==> src/rtl/sobol_sequence_generator_core_assert.svh <==
// assertion macros shared by the rtl
`ifndef SOBOL_SEQUENCE_GENERATOR_CORE_ASSERT_SVH
`define SOBOL_SEQUENCE_GENERATOR_CORE_ASSERT_SVH

`ifndef ASSERT_OFF

`define SOBOL_ASSERT_IMPLY(lbl, clk, rst_n, a, c, msg) \
    lbl: assert property (@(posedge clk) disable iff (!rst_n) (a) |-> (c)) \
        else $error(msg);

`define SOBOL_ASSERT_NEXT(lbl, clk, rst_n, a, c, msg) \
    lbl: assert property (@(posedge clk) disable iff (!rst_n) (a) |=> (c)) \
        else $error(msg);

`else

`define SOBOL_ASSERT_IMPLY(lbl, clk, rst_n, a, c, msg)

`define SOBOL_ASSERT_NEXT(lbl, clk, rst_n, a, c, msg)

`endif

`endif

==> src/rtl/sobol_pkg.sv <==
package sobol_pkg;

    localparam int MAX_BITS_DEF   = 32;
    localparam int MAX_DEGREE_DEF = 18;
    localparam int POINT_W        = 32;
    // address field width, enough for the largest table
    localparam int TAB_AW         = 5;

    localparam logic [1:0] REQ_LOAD = 2'd0;
    localparam logic [1:0] REQ_PREP = 2'd1;
    localparam logic [1:0] REQ_NEXT = 2'd2;

    localparam logic [1:0] CFG_DEGREE = 2'd0;
    localparam logic [1:0] CFG_COEFFS = 2'd1;
    localparam logic [1:0] CFG_BITS   = 2'd2;
    localparam logic [1:0] CFG_IDENT  = 2'd3;

    typedef struct packed {
        logic [1:0]  req_type;
        logic [4:0]  load_index;
        logic [17:0] load_value;
    } sobol_req_t;

    typedef struct packed {
        logic [31:0] point;
        logic [31:0] point_index;
        logic        exhausted;
    } sobol_res_t;

    // table port driven by the prepare sequencer
    typedef struct packed {
        logic                busy;
        logic                we;
        logic [TAB_AW-1:0]   waddr;
        logic [POINT_W-1:0]  wdata;
        logic [TAB_AW-1:0]   raddr;
    } prep_port_t;

    // position of the lowest zero bit of a word
    function automatic logic [4:0] lowest_zero(input logic [31:0] cnt);
        logic [31:0] onehot;
        logic [4:0]  pos;
        onehot = ~cnt & (cnt + 32'd1);
        pos    = '0;
        for (int p = 0; p < 32; p++) begin
            if (onehot[p]) begin
                pos = pos | 5'(p);
            end
        end
        return pos;
    endfunction

endpackage

==> src/rtl/sobol_sequence_generator_core.sv <==
// One dimension of a Sobol sequence in Gray-code order, points scaled by 2^32.
// A next word is taken every cycle while busy is low; its result passes the
// pend and result-strobe registers and then strobes for one cycle. A load
// word gives no result. A prepare word holds busy while the direction table
// is rebuilt through the table's single read port: each entry below the
// degree (or every entry on the identity dimension) is written from FILL, and
// each recurrence entry goes through FILL, REC_RD per tap, REC_WAIT and REC_WR.
// The receiver cannot stall: each result strobe is high for one cycle only.
// Next words issued before the first prepare read an unwritten table.
`include "sobol_sequence_generator_core_assert.svh"

module sobol_sequence_generator_core
    import sobol_pkg::*;
#(
    parameter int MAX_BITS   = MAX_BITS_DEF,
    parameter int MAX_DEGREE = MAX_DEGREE_DEF
)
(
    input  logic        clk,
    input  logic        rst_n,
    input  logic        start,
    output logic        busy,
    input  sobol_req_t  request,
    output logic        result_strobe,
    output sobol_res_t  result,
    input  logic        cfg_write,
    input  logic [1:0]  cfg_index,
    input  logic [16:0] cfg_data
);

    localparam int IDX_W = $clog2(MAX_BITS);
    localparam int DEG_W = (MAX_DEGREE > 1) ? $clog2(MAX_DEGREE) : 1;

    logic [4:0]  degree_reg;
    logic [16:0] coeffs_reg;
    logic [5:0]  bits_reg;
    logic        ident_reg;

    logic [17:0] init_m_reg [MAX_DEGREE];

    logic [POINT_W-1:0] dir_mem [MAX_BITS];
    logic [POINT_W-1:0] rd_data_reg;
    logic [IDX_W-1:0]   rd_addr;

    logic [31:0] point_reg, point_next;
    logic [31:0] cnt_reg;
    logic        exh_reg;
    logic [5:0]  lbits_reg;
    logic        pend_reg;
    logic        pend_adv_reg;
    logic        result_strobe_reg;
    sobol_res_t  result_reg;

    logic        accept;
    logic        do_load, do_prep, do_next;
    logic        adv;
    logic [32:0] last_idx;
    logic [32:0] cnt_inc;
    logic [4:0]  zpos;
    logic [4:0]  s_clamp;
    logic [5:0]  l_clamp;
    logic [4:0]  load_m1;
    logic [5:0]  m_idx;
    logic [17:0] m_value;
    logic [31:0] xor_point;

    prep_port_t  prep_port;

    assign accept  = start && !busy;
    assign do_load = accept && (request.req_type == REQ_LOAD);
    assign do_prep = accept && (request.req_type == REQ_PREP);
    assign do_next = accept && (request.req_type == REQ_NEXT);

    assign s_clamp = (degree_reg == 5'd0) ? 5'd1 :
                     (32'(degree_reg) > MAX_DEGREE) ? 5'(MAX_DEGREE) : degree_reg;
    assign l_clamp = (bits_reg == 6'd0) ? 6'd1 :
                     (32'(bits_reg) > MAX_BITS) ? 6'(MAX_BITS) : bits_reg;

    assign last_idx = (33'd1 << lbits_reg) - 33'd1;
    assign cnt_inc  = {1'b0, cnt_reg} + 33'd1;
    assign adv      = !exh_reg && ({1'b0, cnt_reg} < last_idx);
    assign zpos     = lowest_zero(cnt_reg);

    assign load_m1 = request.load_index - 5'd1;
    assign m_idx   = 6'(prep_port.waddr);
    assign m_value = (32'(m_idx) < MAX_DEGREE) ? init_m_reg[m_idx[DEG_W-1:0]] : '0;

    assign busy    = prep_port.busy;
    assign rd_addr = prep_port.busy ? prep_port.raddr[IDX_W-1:0] : zpos[IDX_W-1:0];

    assign xor_point = pend_adv_reg ? (point_reg ^ rd_data_reg) : point_reg;

    sobol_prep #(
        .MAX_BITS   (MAX_BITS)
    ) u_prep (
        .clk     (clk),
        .rst_n   (rst_n),
        .launch  (do_prep),
        .lbits   (lbits_reg),
        .degree  (s_clamp),
        .coeffs  (coeffs_reg),
        .ident   (ident_reg),
        .m_value (m_value),
        .rd_data (rd_data_reg),
        .port    (prep_port)
    );

    // direction table, one write and one registered read per cycle
    always_ff @(posedge clk)
    begin
        if (prep_port.we)
        begin
            dir_mem[prep_port.waddr[IDX_W-1:0]] <= prep_port.wdata;
        end
        rd_data_reg <= dir_mem[rd_addr];
    end

    always_ff @(posedge clk or negedge rst_n)
    begin
        if (!rst_n)
        begin
            degree_reg <= 5'd1;
            coeffs_reg <= '0;
            bits_reg   <= 6'd32;
            ident_reg  <= 1'b1;
        end
        else if (cfg_write)
        begin
            unique case (cfg_index)
                CFG_DEGREE: degree_reg <= cfg_data[4:0];
                CFG_COEFFS: coeffs_reg <= cfg_data;
                CFG_BITS:   bits_reg   <= cfg_data[5:0];
                CFG_IDENT:  ident_reg  <= cfg_data[0];
                default:    ;
            endcase
        end
    end

    always_ff @(posedge clk or negedge rst_n)
    begin
        if (!rst_n)
        begin
            for (int i = 0; i < MAX_DEGREE; i++)
            begin
                init_m_reg[i] <= '0;
            end
        end
        else if (do_load && (request.load_index != 5'd0)
                 && (32'(request.load_index) <= MAX_DEGREE))
        begin
            init_m_reg[load_m1[DEG_W-1:0]] <= request.load_value;
        end
    end

    // a prepare right behind a next still reports that next, then clears
    always_comb
    begin
        point_next = point_reg;
        if (do_prep)
        begin
            point_next = '0;
        end
        else if (pend_reg)
        begin
            point_next = xor_point;
        end
    end

    always_ff @(posedge clk or negedge rst_n)
    begin
        if (!rst_n)
        begin
            point_reg         <= '0;
            cnt_reg           <= '0;
            exh_reg           <= 1'b0;
            lbits_reg         <= 6'(MAX_BITS);
            pend_reg          <= 1'b0;
            pend_adv_reg      <= 1'b0;
            result_strobe_reg <= 1'b0;
        end
        else
        begin
            point_reg         <= point_next;
            pend_reg          <= do_next;
            pend_adv_reg      <= do_next && adv;
            result_strobe_reg <= pend_reg;
            if (do_prep)
            begin
                cnt_reg   <= '0;
                exh_reg   <= 1'b0;
                lbits_reg <= l_clamp;
            end
            else if (do_next)
            begin
                if (adv)
                begin
                    cnt_reg <= cnt_inc[31:0];
                    exh_reg <= (cnt_inc >= last_idx);
                end
                else
                begin
                    exh_reg <= 1'b1;
                end
            end
        end
    end

    always_ff @(posedge clk)
    begin
        if (pend_reg)
        begin
            result_reg.point       <= xor_point;
            result_reg.point_index <= cnt_reg;
            result_reg.exhausted   <= exh_reg;
        end
    end

    assign result_strobe = result_strobe_reg;
    assign result        = result_reg;

    `SOBOL_ASSERT_IMPLY(a_wr_in_prep, clk, rst_n, prep_port.we, busy,
        "table written outside a prepare")
    `SOBOL_ASSERT_IMPLY(a_strobe_src, clk, rst_n, result_strobe_reg, $past(pend_reg),
        "result strobe without a pending next word")
    `SOBOL_ASSERT_IMPLY(a_cnt_bound, clk, rst_n, 1'b1, ({1'b0, cnt_reg} <= last_idx),
        "point counter past last index")
    `SOBOL_ASSERT_NEXT(a_prep_busy, clk, rst_n, do_prep, busy,
        "prepare accepted but not busy")
    `SOBOL_ASSERT_NEXT(a_exh_sticky, clk, rst_n, exh_reg && !do_prep, exh_reg,
        "exhausted flag dropped without prepare")

endmodule

==> src/rtl/sobol_prep.sv <==
module sobol_prep
    import sobol_pkg::*;
#(
    parameter int MAX_BITS   = MAX_BITS_DEF
)
(
    input  logic               clk,
    input  logic               rst_n,
    input  logic               launch,
    input  logic [5:0]         lbits,
    input  logic [4:0]         degree,
    input  logic [16:0]        coeffs,
    input  logic               ident,
    input  logic [17:0]        m_value,
    input  logic [POINT_W-1:0] rd_data,
    output prep_port_t         port
);

    localparam int IDX_W = $clog2(MAX_BITS);

    localparam logic [2:0] ST_IDLE     = 3'd0;
    localparam logic [2:0] ST_FILL     = 3'd1;
    localparam logic [2:0] ST_REC_RD   = 3'd2;
    localparam logic [2:0] ST_REC_WAIT = 3'd3;
    localparam logic [2:0] ST_REC_WR   = 3'd4;

    logic [2:0]         state_reg, state_next;
    logic [IDX_W-1:0]   e_reg, e_next;
    logic [4:0]         j_reg, j_next;
    logic [4:0]         rdj_reg;
    logic               rdv_reg;
    logic [POINT_W-1:0] acc_reg;
    logic [POINT_W-1:0] acc_next;

    logic [5:0]         e6;
    logic [5:0]         s6;
    logic               last_e;
    logic               direct;
    logic [4:0]         shift;
    logic [5:0]         raddr6;
    logic [31:0]        coef32;
    logic [POINT_W-1:0] contrib;
    logic [4:0]         cbit;

    assign e6     = 6'(e_reg);
    assign s6     = {1'b0, degree};
    assign last_e = (e6 == (lbits - 6'd1));
    assign direct = ident || (e6 < s6);
    assign shift  = 5'(6'd31 - e6);
    assign raddr6 = e6 - s6 + {1'b0, j_reg};
    assign coef32 = {15'd0, coeffs};
    assign cbit   = rdj_reg - 5'd1;

    // first read is V[i-s], later reads are the inner taps
    always_comb
    begin
        if (rdj_reg == 5'd0)
        begin
            contrib  = rd_data ^ (rd_data >> degree);
            acc_next = contrib;
        end
        else
        begin
            contrib  = coef32[cbit] ? rd_data : '0;
            acc_next = acc_reg ^ contrib;
        end
    end

    always_comb
    begin
        state_next = state_reg;
        e_next     = e_reg;
        j_next     = j_reg;
        port.busy  = (state_reg != ST_IDLE);
        port.we    = 1'b0;
        port.waddr = TAB_AW'(e_reg);
        port.wdata = ident ? (32'd1 << shift) : (32'(m_value) << shift);
        port.raddr = raddr6[TAB_AW-1:0];
        unique case (state_reg)
            ST_IDLE:
            begin
                if (launch)
                begin
                    state_next = ST_FILL;
                    e_next     = '0;
                end
            end
            ST_FILL:
            begin
                if (direct)
                begin
                    port.we = 1'b1;
                    if (last_e)
                    begin
                        state_next = ST_IDLE;
                    end
                    else
                    begin
                        e_next = e_reg + 1'b1;
                    end
                end
                else
                begin
                    state_next = ST_REC_RD;
                    j_next     = '0;
                end
            end
            ST_REC_RD:
            begin
                j_next = j_reg + 5'd1;
                if (j_reg == (degree - 5'd1))
                begin
                    state_next = ST_REC_WAIT;
                end
            end
            ST_REC_WAIT:
            begin
                state_next = ST_REC_WR;
            end
            ST_REC_WR:
            begin
                port.we    = 1'b1;
                port.wdata = acc_reg;
                if (last_e)
                begin
                    state_next = ST_IDLE;
                end
                else
                begin
                    e_next     = e_reg + 1'b1;
                    state_next = ST_FILL;
                end
            end
            default:
            begin
                state_next = ST_IDLE;
            end
        endcase
    end

    always_ff @(posedge clk or negedge rst_n)
    begin
        if (!rst_n)
        begin
            state_reg <= ST_IDLE;
            e_reg     <= '0;
            j_reg     <= '0;
            rdv_reg   <= 1'b0;
            rdj_reg   <= '0;
        end
        else
        begin
            state_reg <= state_next;
            e_reg     <= e_next;
            j_reg     <= j_next;
            rdv_reg   <= (state_reg == ST_REC_RD);
            rdj_reg   <= j_reg;
        end
    end

    always_ff @(posedge clk)
    begin
        if (rdv_reg)
        begin
            acc_reg <= acc_next;
        end
    end

endmodule
==> config.mk <==
export PLATFORM = sky130hd
export DESIGN_NAME = sobol_sequence_generator_core
export DESIGN_NICKNAME = d
export VERILOG_FILES = /design/src/rtl/sobol_pkg.sv /design/src/rtl/sobol_sequence_generator_core.sv /design/src/rtl/sobol_prep.sv
export VERILOG_INCLUDE_DIRS = /design/src /design/src/rtl
export SDC_FILE = /design/constraint.sdc
export NUM_CORES = 2
export LEC_CHECK = 0
export BUFFER_PORTS_ARGS = -buffer_cell sky130_fd_sc_hd__buf_2
export CAP_MARGIN = 30
export CORE_ASPECT_RATIO = 0.6
export CORE_MARGIN = 2
export CORE_UTILIZATION = 54
export DETAILED_ROUTE_END_ITERATION = 10
export PLACE_DENSITY = 0.7
export SYNTH_ARGS = -nofsm -noshare
export SYNTH_HDL_FRONTEND = slang
export SYNTH_SLANG_ARGS = --single-unit
==> constraint.sdc <==
create_clock -name clk -period 15.65 [get_ports clk]
set_input_delay 1.565 -clock clk [delete_from_list [all_inputs] [get_ports clk]]
set_output_delay 1.565 -clock clk [all_outputs]
set_load 0.02 [all_outputs]
## Word-level counts from Yosys, hierarchy flattened

Memories as Yosys holds them, arrays and structs flattened. A register that Yosys moved wholly into a read port is not among the register bits.
Cells that the tools add are included.

- Add/sub/neg operators: 12
- Order comparisons: 11
- Equal/unequal tests: 20
- Shifts and indexed selects: 4
- Muxes and demuxes: 102
- Bitwise gates (word level): 7
- Reductions and logical operators: 33

Operators by type and width:

| operator | count |
|---|---|
| 2-to-1 mux 32 bit | 14 |
| bitwise mux 324 bit | 1 |
| 2-to-1 mux 5 bit | 31 |
| XOR 32 bit | 3 |
| binary-select mux 18 bit (select 5 bit) | 1 |
| demux 18 bit (select 5 bit) | 1 |
| 2-to-1 mux 18 bit | 4 |
| 2-to-1 mux 3 bit | 14 |
| 2-to-1 mux 17 bit | 2 |
| adder 32 x 1 -> 33 bit (second input constant) | 1 |
| >= comparator 33 bit | 1 |
| < comparator 32 x 33 -> 1 bit | 1 |
| << shifter 1 x 6 -> 33 bit (first input constant) | 1 |
| subtractor 33 x 1 -> 33 bit (second input constant) | 1 |
| adder 32 x 1 -> 32 bit (second input constant) | 1 |
| bitwise AND 32 bit | 1 |
| 2-to-1 mux 4 bit | 8 |
| NOT 32 bit | 1 |
| << shifter 1 x 5 -> 32 bit (first input constant) | 1 |
| << shifter 18 x 5 -> 32 bit | 1 |
| >> shifter 32 x 5 -> 32 bit | 1 |
| 2-to-1 mux 6 bit | 4 |
| 2-to-1 mux 1 bit | 15 |
| one-hot mux 3 bit (5 select lines) | 1 |
| 42 further kinds | 79 |

- Register bits: 543
- Memory bits (writable): 1024
- Bits of input ports: 48
- Output and inout bits: 67
- Word-level logic and storage cells: 228
- Memories: 1

Memory list:

| memory | depth | width | rd ports | clocked after Yosys merged registers in | wr ports | RTL line | RTL |
|---|---|---|---|---|---|---|---|
| dir_mem | 32 | 32 | 1 | 1 | 1 | sobol_sequence_generator_core.sv:41 | `logic [POINT_W-1:0] dir_mem [MAX_BITS];` |

## Longest topological paths before layout

- Depth in word-level cells: 34
- Mapped depth: 26
- Depth with buffers taken out: 20

## Modules after synthesis

Synthesis repeated with hierarchy kept, for this count alone.

- Cell total of the unflattened synthesis: 5420
- Area total of the unflattened synthesis: 72236.8 sq um

By module, submodules not included:

| module | instances | cells each | area each (sq um) | sequential area each (sq um) |
|---|---|---|---|---|
| sobol_sequence_generator_core | 1 | 4605 | 64937.3 | 44032.2 |
| sobol_prep | 1 | 815 | 7299.5 | 1436.4 |

## Worst setup path after synthesis

No wires, ideal clock.

- Path kind: reg-to-reg
- Start: register degree_reg[3]
- End: memory dir_mem[24][0] (enable)
- Setup time: 0.461 ns
- Data arrival time: 5.098 ns
- Required time: 15.189 ns
- Slack: 10.091 ns
- Stages on the path, launching flop included: 15
- Buffers on the path: 2
- Period minus slack after synthesis: 5.559 ns
- Cell sequence: dfrtp_1 buf_6 or3_1 maj3_2 buf_6 inv_1 ha_1 nor2b_1 o21a_1 o21a_1 o21ai_0 nand3b_1 a21oi_1 nand2_1 nor3_1

- Cells in the longest elaborated chain, start to end: 10
- Elaborated cells on any way between the ends: 11
- Classes of those cells: order compare (2); mux (7); reduce/logical (2)

Ends and longest elaborated chain:

| item | RTL line | RTL |
|---|---|---|
| start: declaration | sobol_sequence_generator_core.sv:34 | `logic [4:0] degree_reg;` |
| start signal: assignment | sobol_sequence_generator_core.sv:130 | `CFG_DEGREE: degree_reg <= cfg_data[4:0];` |
| > comparator 5 bit | sobol_sequence_generator_core.sv:75 | `(32'(degree_reg) > MAX_DEGREE) ? 5'(MAX_DEGREE) : degree_reg;` |
| 2-to-1 mux 5 bit | sobol_sequence_generator_core.sv:75 |  |
| 2-to-1 mux 5 bit (*) | sobol_sequence_generator_core.sv:74 | `assign s_clamp = (degree_reg == 5'd0) ? 5'd1 :` |
| < comparator 5 bit (*) | sobol_prep.sv:48 | `assign direct = ident \|\| (e6 < s6);` |
| logical OR 1 bit (*) | sobol_prep.sv:48 |  |
| 2-to-1 mux 1 bit (*) | sobol_prep.sv:90 | `if (direct)` |
| 2-to-1 mux 1 bit (*) | sobol_prep.sv:79 | `unique case (state_reg)` |
| one-hot mux 1 bit (2 select lines) (*) | sobol_prep.sv:79 |  |
| 2-to-1 mux 1 bit (*) | sobol_sequence_generator_core.sv:111 | `if (prep_port.we)` |
| 2-to-1 mux 1 bit (implied by the code) (*) | sobol_sequence_generator_core.sv:113 | `dir_mem[prep_port.waddr[IDX_W-1:0]] <= prep_port.wdata;` |
| end: declaration | sobol_sequence_generator_core.sv:41 |  |

Mark *: on every way between the ends. The rest lies on a longest branch, timed or not. The select of a mux whose other input is x is not followed.

## Worst setup path after layout

- Start: register degree_reg[2]
- End: register rd_data_reg[3], read port of dir_mem

- Cells in the longest elaborated chain, start to end: 6
- Elaborated cells on any way between the ends: 7
- Classes of those cells: add/sub (2); order compare (1); mux (3); reduce/logical (1)

Ends and longest elaborated chain:

| item | RTL line | RTL |
|---|---|---|
| > comparator 5 bit | sobol_sequence_generator_core.sv:75 |  |
| 2-to-1 mux 5 bit | sobol_sequence_generator_core.sv:75 |  |
| 2-to-1 mux 5 bit (*) | sobol_sequence_generator_core.sv:74 |  |
| subtractor 5 bit (*) | sobol_prep.sv:50 | `assign raddr6 = e6 - s6 + {1'b0, j_reg};` |
| adder 5 bit (*) | sobol_prep.sv:50 |  |
| 2-to-1 mux 5 bit (*) | sobol_sequence_generator_core.sv:89 | `assign rd_addr = prep_port.busy ? prep_port.raddr[IDX_W-1:0] : zpos[IDX_W-1:0];` |
| end: declaration | sobol_sequence_generator_core.sv:42 | `logic [POINT_W-1:0] rd_data_reg;` |

Mark *: on every way between the ends. The rest lies on a longest branch, timed or not.
A chain may end at the register's enable or synchronous reset.

==> reports/metrics.cfg <==
[run]
drv_cap = 0

[clocking]
tritoncts = done
ctsHoldBuffers = 0
numCtsBuffers = 143
cts_resized = 0
clock_sinks = 1599
cts_htree_levels = 4
cts.clk_slew.worst_paths_ns = 0.07
root_buffer = clkbuf_16
insertion_delay_ns = 0.78
clockBufferDepth = 3
cts_setup_buffers = 0

[yosys]
syn_avg_cell_area_um2 = 12.4
ys.flop_type = edfxtp_1
synth_cell_types = 90
synthArstFlopShare_pct = 27.9
syn-num-nets = 5997
syn_inst = 5831
yosysSeqAreaShare_pct = 62.8
yosysWarnings = 0
syn_area_um2 = 72400
synth-edff-count = 1121
ys_seq_elements = 1599

[global_route]
grt_pass1_wl_um = 306000
antenna_found_initial = 8
grtUsageTotal_pct = 30.1
grt_max_degree = 192
grt_pass1_vias = 46083
grt_overflow = 0

[place]
dp.cells = 7504
numPortBuffers = 114
dp_hpwl_um = 119000
gp_congestion = 0.941

[die]
io_pins = 115
start_util_pct = 54.2
dieArea_um2 = 137000
die_y_um = 288
die_w_um = 477
row_count = 104
coreArea_um2 = 134000

[detailed_routing]
drt-total-wl_um = 209000
post_drt_wl_per_cell_um = 26.8
drt_iter0_markers = 7005
viasPerCell = 6.32
drt_pre_antenna_iters = 8
ant_nets = 0
via_count = 49173
drc_errors = 0

[worst_hold_path]
hold_depth = 2
hold_path.class = reg2reg
holdCritStartpoint = bits_reg[5]

[finish]
drive_gt1_share_pct = 17.0
finalNetCount = 6020
seqCellArea_um2 = 45500
multi_input_area_um2 = 25200
final_common_cell = nand2_1
largest_register_ffs = 1024
final_cells = 7778
areaGrowthSynthToFinish_pct = 11.0
num-fill-cells = 10314
final_cell_mix = nand2_1, edfxtp_1, dfrtp_1, mux2_2, nand3_1

[timing]
slew_headroom_pct = 12.4
fmax_ghz = 0.147
skew_ns = 0.0261
setup_viol_count_final = 0
final_hold_viol_count = 0
finalCritPeriodShare_pct = 43.5
fin_crit_ns = 6.81
rsz0062_at_grt = false
tightestPinTransition_ns = 1.31
maxSlewViolCount = 0
setup_tns_ns = 0

[worst_setup_path]
arrival_ns = 7.45
cp-end-kind = flip-flop
regToRegStartpoint = degree_reg[2]
cp-startpoint = degree_reg[2]
critPathKind = reg2reg
path_max_fanout = 191
rr_worst_depth = 17
startpoint_type = flip-flop
worstPathRequired_ns = 16.29

[power]
power.leakage_nw = 31.5
ir_drop_mv = 0.420
power_density_nw_per_um2 = 227

[status]
status = finished, final reports clean

-- kinds of logic (layout without fill, tap and decap cells) --
family,after synthesis,count (layout),synth area share (%)
buf+inv,495,637,2.99
fa+ha+maj,121,121,2.12
other cells,0,3,0
flops,1599,1599,62.8
simple gates,2223,2223,13.7
mux,610,610,10.1
compound gates,646,646,6.62
xor+xnor,137,137,1.67
-- area by class of cell --
cell class	count	share of cell area, %
Clock inverter	62	0.945
Antenna cell	3	0.00934
Multi-Input combinational cell	3737	31.4
Clock buffer	202	5.11
Sequential cell	1599	56.6
Timing Repair Buffer	261	2.62
Tap cell	1802	2.81
Inverter	112	0.523
-- synthesized netlist by cell type, types with 35 or more instances --
| library cell | number | area, um2 |
|---|---|---|
| a2111oi_0 | 35 | 307 |
| a21oi_1 | 81 | 405 |
| a22oi_1 | 37 | 278 |
| a311o_1 | 65 | 651 |
| a311oi_1 | 67 | 587 |
| a31oi_1 | 82 | 513 |
| and3_1 | 238 | 1490 |
| buf_2 | 110 | 551 |
| clkbuf_1 | 208 | 781 |
| dfrtp_1 | 442 | 11100 |
| edfxtp_1 | 1121 | 33700 |
| ha_1 | 114 | 1430 |
| inv_1 | 106 | 398 |
| mux2_2 | 373 | 4200 |
| mux2i_1 | 178 | 1780 |
| mux4_2 | 57 | 1280 |
| nand2_1 | 1303 | 4890 |
| nand3_1 | 331 | 1660 |
| nor2_1 | 149 | 559 |
| nor3_1 | 42 | 210 |
| o21ai_0 | 83 | 415 |
| xnor2_1 | 71 | 622 |
| xor2_1 | 65 | 569 |
-- final timing paths --
path / slack, ns / end
max: 8.84 / rd_data_reg[3]
min: 0.50 / lbits_reg[5]
max reg2reg: 8.84 / rd_data_reg[3]
min reg2reg: 0.50 / lbits_reg[5]
max in group asynchronous: 12.24 / point_reg[0]
min in group asynchronous: 0.77 / init_m_reg[172]
-- worst max-delay path, cell delays in order (launching register included) --
cell,delay [ns]
dfrtp_1,0.62
or3_1,0.19
maj3_2,0.18
buf_4,0.50
inv_1,0.24
ha_1,0.34
inv_1,0.04
ha_1,0.21
fa_1,0.55
mux2i_4,0.20
buf_4,0.70
buf_4,0.79
buf_12,0.66
nand2_1,0.11
and3_1,0.20
a311oi_1,0.26
a2111oi_0,0.15
a2111oi_1,0.48
-- report_power, final --
group	internal [W]	switching (W)	total [W]
clock network	0.00208	0.00160	0.00367
registers	0.00521	0.000476	0.00568
logic	0.00288	0.00603	0.00891
-- metrics by stage --
step	hold slack (ns)	util [%]	setup WS [ns]	power [W]	instance area [um2]
final	0.499	60.1	8.84	0.0183	80400
after global routing	0.510	60.1	8.43	0.0192	80400
after CTS	0.491	60.0	8.97	0.0181	80200
after detailed placement	0.481	56.4	9.00	0.0144	75300
after global placement	0.480	56.1	9.15	0.0142	75000
after floorplan	0.352	-	10.09	0.0116	72400
-- routing by layer --
metal  global-route usage (%)  vias up  wire length [um]
li1                         -    21490                 -
met1                     45.3    24594             89900
met2                     41.2     2737             85600
met3                     10.5      348             28500
met4                     8.04        4              4680
met5                        0        -                27
No activity file was read; power rests on OpenSTA's default activity.
